$ cat src/rtl/rmsn_pkg.sv
`timescale 1ns / 1ps

package rmsn_pkg;

    typedef struct packed {
        logic        operation;
        logic [31:0] sample;
        logic [31:0] gain;
        logic        last;
    } rmsn_in_t;

    typedef struct packed {
        logic [31:0] normalized;
        logic        end_of_vector;
    } rmsn_out_t;

    localparam logic OP_LOAD  = 1'b0;
    localparam logic OP_APPLY = 1'b1;

    // Datapath commands issued by the controller.
    typedef enum logic [3:0] {
        CMD_NONE,
        CMD_LOAD,
        CMD_DIV_INIT,
        CMD_DIV_STEP,
        CMD_DIV_DONE,
        CMD_SQRT_INIT,
        CMD_SQRT_STEP,
        CMD_INV_INIT,
        CMD_INV_DONE,
        CMD_APPLY_READ,
        CMD_APPLY_MUL1,
        CMD_APPLY_MUL2
    } rmsn_cmd_t;

    typedef struct packed {
        logic closed;
        logic apply_ok;
        logic rad_ok;
        logic rms_nz;
    } rmsn_status_t;

endpackage

$ cat src/rtl/rmsn_control.sv
`timescale 1ns / 1ps

module rmsn_control
    import rmsn_pkg::*;
(
    input  logic         clk,
    input  logic         rst_n,
    input  logic         start,
    input  rmsn_in_t     item,
    input  rmsn_status_t status,
    output rmsn_cmd_t    cmd,
    output logic         busy
);

    typedef enum logic [3:0] {
        ST_IDLE,
        ST_DIV_INIT,
        ST_DIV,
        ST_DIV_DONE,
        ST_SQRT_INIT,
        ST_SQRT,
        ST_INV_INIT,
        ST_INV,
        ST_INV_DONE,
        ST_MUL1,
        ST_MUL2
    } state_t;

    state_t     state_reg;
    logic [5:0] step_reg;

    assign busy = (state_reg != ST_IDLE);

    // Command decode from the current state.
    always_comb
    begin
        cmd = CMD_NONE;
        unique case (state_reg)
            ST_IDLE:
            begin
                if (start)
                begin
                    if (item.operation == OP_LOAD)
                    begin
                        cmd = CMD_LOAD;
                    end
                    else if (status.apply_ok)
                    begin
                        cmd = CMD_APPLY_READ;
                    end
                end
            end
            ST_DIV_INIT:  cmd = CMD_DIV_INIT;
            ST_DIV:       cmd = CMD_DIV_STEP;
            ST_DIV_DONE:  cmd = CMD_DIV_DONE;
            ST_SQRT_INIT: cmd = status.rad_ok ? CMD_SQRT_INIT : CMD_INV_INIT;
            ST_SQRT:      cmd = CMD_SQRT_STEP;
            ST_INV_INIT:  cmd = status.rms_nz ? CMD_DIV_INIT : CMD_INV_INIT;
            ST_INV:       cmd = CMD_DIV_STEP;
            ST_INV_DONE:  cmd = CMD_INV_DONE;
            ST_MUL1:      cmd = CMD_APPLY_MUL1;
            ST_MUL2:      cmd = CMD_APPLY_MUL2;
            default:      cmd = CMD_NONE;
        endcase
        // The inverse divide reloads its own operands.
        if (state_reg == ST_INV_INIT && status.rms_nz)
        begin
            cmd = CMD_INV_INIT;
        end
    end

    // Sequencer; the inverse divide reuses the divider steps.
    always_ff @(posedge clk or negedge rst_n)
    begin
        if (!rst_n)
        begin
            state_reg <= ST_IDLE;
            step_reg  <= '0;
        end
        else
        begin
            unique case (state_reg)
                ST_IDLE:
                begin
                    if (start)
                    begin
                        if (item.operation == OP_LOAD)
                        begin
                            if (item.last)
                            begin
                                state_reg <= ST_DIV_INIT;
                            end
                        end
                        else if (status.apply_ok)
                        begin
                            state_reg <= ST_MUL1;
                        end
                    end
                end
                ST_DIV_INIT:
                begin
                    step_reg  <= '0;
                    state_reg <= ST_DIV;
                end
                ST_DIV:
                begin
                    step_reg <= step_reg + 1'b1;
                    if (step_reg == 6'd63)
                    begin
                        state_reg <= ST_DIV_DONE;
                    end
                end
                ST_DIV_DONE:  state_reg <= ST_SQRT_INIT;
                ST_SQRT_INIT:
                begin
                    step_reg  <= '0;
                    state_reg <= status.rad_ok ? ST_SQRT : ST_IDLE;
                end
                ST_SQRT:
                begin
                    step_reg <= step_reg + 1'b1;
                    if (step_reg == 6'd31)
                    begin
                        state_reg <= ST_INV_INIT;
                    end
                end
                ST_INV_INIT:
                begin
                    step_reg  <= '0;
                    state_reg <= status.rms_nz ? ST_INV : ST_IDLE;
                end
                ST_INV:
                begin
                    step_reg <= step_reg + 1'b1;
                    if (step_reg == 6'd63)
                    begin
                        state_reg <= ST_INV_DONE;
                    end
                end
                ST_INV_DONE:  state_reg <= ST_IDLE;
                ST_MUL1:      state_reg <= ST_MUL2;
                ST_MUL2:      state_reg <= ST_IDLE;
                default:      state_reg <= ST_IDLE;
            endcase
        end
    end

endmodule

$ cat config.mk
export PLATFORM = sky130hd
export DESIGN_NAME = rmsn_control
export DESIGN_NICKNAME = d
export VERILOG_FILES = /design/src/rtl/rmsn_pkg.sv /design/src/rtl/rmsn_control.sv
export SDC_FILE = /design/constraint.sdc
export NUM_CORES = 1
export LEC_CHECK = 0
export ABC_AREA = 1
export CORE_MARGIN = 4
export CORE_UTILIZATION = 59
export CTS_BUF_LIST = sky130_fd_sc_hd__clkbuf_8
export CTS_CLUSTER_SIZE = 25
export DETAILED_ROUTE_END_ITERATION = 12
export DONT_BUFFER_PORTS = 1
export GPL_ROUTABILITY_DRIVEN = 0
export GPL_TIMING_DRIVEN = 1
export PLACE_DENSITY = 0.75
export SETUP_SLACK_MARGIN = 0.15
export SYNTH_ARGS = -nofsm -noshare
export SYNTH_HDL_FRONTEND = slang
export SYNTH_SLANG_ARGS = --single-unit
$ cat constraint.sdc
create_clock -name clk -period 1.9 [get_ports clk]
set_input_delay 0.095 -clock clk [delete_from_list [all_inputs] [get_ports clk]]
set_output_delay 0.095 -clock clk [all_outputs]
set_load 0.02 [all_outputs]
Yosys cells after proc, flatten, opt, wreduce, memory -nomap -nowiden
Index checks and enable logic that the tools add are counted.

Flip-flop bits (word level): 10. Bits in latches: 0. Bits in writable memories: 0. Bits in read-only memories: 0. Input bits: 73. Output and inout bits: 5. Word-level logic and storage cells: 47. Memories: 0.

Add/subtract/negate cells: 1. Multipliers: 0. Div/mod/pow operators: 0. $lt $le $gt $ge: 0. Equality and inequality tests: 18. Shift operators: 0. Multiplexer cells: 18. Bitwise operators: 0. Reduce and logical (&&, ||, !) cells: 8.

Operators with widths (number): two-way mux 4 bit (11); case mux 4 bit (10 select lines) (1); case mux 4 bit (9 select lines) (1); == test 4 x 3 -> 1 bit (second input constant) (4); == test 4 bit (second input constant) (3); case mux 6 bit (2 select lines) (1); two-way mux 3 bit (3); == test 4 x 2 -> 1 bit (second input constant) (2); != test 2 bit (second input constant) (4); adder 6 x 1 -> 6 bit (second input constant) (1); == test 6 x 5 -> 1 bit (second input constant) (1); == test 6 bit (second input constant) (1); != test 3 bit (second input constant) (2); AND reduction 6 bit (1); OR reduction 3 bit (2); == test 4 x 1 -> 1 bit (second input constant) (1); zero test 4 bit (1); nonzero test 4 bit (1); two-way mux 2 bit (1); nonzero test 2 bit (1); OR reduction 2 bit (1); logical AND 1 bit (1).

Depth between registers and ports, before layout
Depth after elaboration: 5. Depth in mapped cells: 9. Mapped depth without buffers: 9.

Least setup slack after synthesis
Ideal clock, no wire load.

Path type: flip-flop to flip-flop. Start: reg step_reg[0]. End: reg state_reg[0]. Setup time: 0.118 ns. Arrival: 1.179 ns. Required time: 1.782 ns. Path slack: 0.603 ns. Stages on the path, launching flop included: 9. Path buffers: 0. Path through: dfrtp_1 -> ha_1 -> nand3_1 -> nor2_1 -> nor2_1 -> nor2_1 -> nand3_2 -> nand2_1 -> nand2_1.

Word-level cells in the longest chain between the ends: 3. Elaborated cells between the ends (all ways): 6.

RTL lines: start, declared (RTL line rmsn_control.sv:30) `logic [5:0] step_reg;`; start signal, assigned (RTL line rmsn_control.sv:107) `step_reg <= step_reg + 1'b1;`; start signal, assigned (RTL line rmsn_control.sv:121) `step_reg <= step_reg + 1'b1;`; start signal, assigned (RTL line rmsn_control.sv:134) `step_reg <= step_reg + 1'b1;`; == test 6 x 5 -> 1 bit or == test 6 bit (tied branches) (RTL line rmsn_control.sv:122, rmsn_control.sv:108, rmsn_control.sv:135); != test 2 bit (no source line); AND reduction 6 bit (no source line) *; end signal, assigned (RTL line rmsn_control.sv:117) `state_reg <= status.rad_ok ? ST_SQRT : ST_IDLE;`; end signal, assigned (RTL line rmsn_control.sv:130) `state_reg <= status.rms_nz ? ST_INV : ST_IDLE;`; end, declared (RTL line rmsn_control.sv:29) `state_t state_reg;`.

Every way passes the cells marked *; elsewhere a longest branch is shown, timed or not. A chain may end at the register's enable or synchronous reset.

Worst setup path in the final report
Start: reg state_reg[0]. End: out cmd[0].

Word-level cells in the longest chain between the ends: 4. Elaborated cells between the ends (all ways): 15.

RTL lines: == test 4 x 3 -> 1 bit or == test 4 x 2 -> 1 bit (tied branches) (RTL line rmsn_control.sv:38) `unique case (state_reg)`; OR reduction 2 bit (no source line); case mux 4 bit (10 select lines) (RTL line rmsn_control.sv:38); two-way mux 4 bit * (RTL line rmsn_control.sv:66) `if (state_reg == ST_INV_INIT && status.rms_nz)`; end, declared (RTL line rmsn_control.sv:11) `output rmsn_cmd_t cmd,`.

Marked as above.

==> impl_metrics.csv <==
group,metric,value,unit
timing,fmax,623,MHz
cells_and_area,syn2layout_area_growth,10.6,%
synthesis,synth_compound_area_share,10.0,%
die,core,1280,um2
synthesis,synth-simple-area-share,45.7,%
timing,hold_viol,0,
min_path,holdPathEnd,"state_reg[3]",
pwr,powerDensity,1710,nW/um2
critical_path,startpoint_type,"flop",
placement,post-dp-hpwl,1350,um
pwr,p_leak,0.000457,uW
pwr,ir_drop,0.00101,V
cells_and_area,regArea,251,um2
critical_path,reg2reg_slack,0.41,ns
die,ioPinCount,78,
routing,drc,0,
synthesis,yosysWarnings,0,
grt,track_usage,21.4,%
cells_and_area,layout.nets,210,
grt,grt_first_pass_wirelength,3150,um
cts,clock_sinks,10,
synthesis,syn_inst,130,
timing,period_share,84.4,%
placement,portBuffers,0,
min_path,min_from,"item[65]",
critical_path,criticalPathCategory,"reg -> out",
timing,slew_headroom,69.4,%
grt,grt_max_degree,11,
cts,root_buffer,"clkbuf_8",
critical_path,reg2reg_depth,8,
timing,maxSlewViolCount,0,
die,die_x,44.8,um
cells_and_area,final_common_cell,"nand2_1",
routing,final_antenna_net_count,0,
timing,min_period,1.60,ns
pwr,power,1520,uW
cells_and_area,final_util,68.8,%
cells_and_area,largest_reg_flops,6,
timing,setup_viol,0,
critical_path,cp-startpoint,"state_reg[0]",
grt,grt_overflow,0,
cells_and_area,n_antenna_cell,0,
synthesis,ys_ff_latch,10,
routing,dr.pass1.iters,4,
routing,viasPerCell,5.37,
status,outcome,"finished, final reports clean",
synthesis,synth_mux_area_share,0,%
synthesis,yosysUniqueCellTypes,20,
cts,cts_tree,"done",
timing,rsz0062_at_grt,"false",
grt,antenna_found_initial,0,
cts,insertion_delay,0.24,ns
die,die_h,44.8,um
run,drv_cap,0,
cts,cts-htree-levels,1,
critical_path,cp_max_fo,7,
cts,clk_pin_slew,0.04,ns
die,num_rows,13,
routing,post_drt_wl_per_cell,11.7,um
synthesis,synthAdderAreaFrac,1.56,%
placement,dp_slack,0.419,ns
routing,drtIter0Drc,29,
grt,grt_pass1_vias,740,
cells_and_area,n_fill_cell,116,
min_path,hold_path.class,"in -> reg",
critical_path,rr_endpoint,"state_reg[0]",
min_path,holdPathStages,4,
critical_path,cp_data_arrival_time,1.51,ns
die,fp.dieArea,2010,um2
critical_path,required,1.80,ns
cells_and_area,layout_common_cells,"nand2_1 (40), nor2_1 (29), inv_1 (12)",
timing,tns,0,ns
routing,wl,1750,um
cells_and_area,final_layout_size_suffix_gt1_share,13.3,%
die,initial_core_util,62.2,%
timing,setup_slack,0.296,ns
cts,cts-buffers-inserted,3,
synthesis,syn_area,800,um2
synthesis,avgSynthCellArea,6.15,um2
critical_path,worst_setup_path_end_kind,"output pin",
synthesis,synth_top_family_by_area,"simple AND/OR/NAND/NOR gates",
routing,vias,806,
cells_and_area,multiInputGateArea,493,um2
timing,timing.hold.ws,0.157,ns
synthesis,synth_nets,204,
synthesis,synth_xor_xnor_area_share,4.38,%
synthesis,ys_seq_area_share,31.3,%
critical_path,timing.rr.start,"state_reg[3]",
timing,finClkSkew,0.00506,ns
timing,tightest_slew,0.457,ns
cts,cts_buffer_depth,2,
worst max path at each step:
stage	to	cells past startpoint	slack, ns
after floorplan	state_reg[0]	8	0.60
after global placement	state_reg[0]	8	0.43
after detailed placement	state_reg[0]	8	0.42
after CTS	cmd[0]	7	0.27
after global routing	cmd[0]	7	0.16
final	cmd[0]	7	0.30
through the flow:
stage | cells | cell area, um2
2_1_floorplan | 130 | 800
3_3_place_gp | 145 | 818
3_5_place_dp | 145 | 818
4_1_cts | 150 | 883
5_1_grt | 150 | 885
6_report | 150 | 885
worst max-delay path, stage by stage (launching register included):
cell	delay, ns
dfrtp_2	0.45
inv_1	0.14
nand2_1	0.10
nor2_1	0.19
nor2_2	0.07
inv_2	0.10
nor2_1	0.05
nand4_1	0.18
metal layers:
| layer | track usage [%] | part of all wire [%] |
|---|---|---|
| met5 | 0 | 0 |
| met1 | 29.7 | 44 |
| met2 | 33.2 | 47 |
| met3 | 5.98 | 7.7 |
| met4 | 5.26 | 0.97 |
logic make-up after synthesis:
kind of cell	Yosys count
simple gates	87
compound gates	13
fa+ha+maj	1
flops	10
buf+inv	15
xor+xnor	4
cell usage after synthesis, drive strengths merged:
master	number	area share, %
or2	1	0.78
nor2	33	17
nand2	41	20
ha	1	1.6
xnor2	2	2.2
a31o	1	1.1
inv	15	7.0
o31ai	1	1.6
a21oi	3	1.9
xor2	2	2.2
nand3	9	6.3
o21ai	8	5.5
dfrtp	10	31
nand4	3	2.3
power breakdown:
group          total [uW]  switching, uW  internal [uW]
combinational         881            611            270
sequential            371           85.9            286
clock                 263           81.0            182
total                1520            778            738
area by class of cell:
class | count | share of cell area (%)
clock buffer | 4 | 6.22
inverter | 15 | 6.36
tap | 15 | 2.12
timing repair buffer | 1 | 1.13
multi-input combinational | 105 | 55.7
sequential | 10 | 28.4
timing repair:
action	4_1_cts	5_1_grt
endpoints found under the hold margin	10	0
hold buffers	1	0
resized for setup	0	1
endpoints found under the setup margin	0	1
setup buffers	0	0
Note: power is estimated with default switching activity, not from simulation.
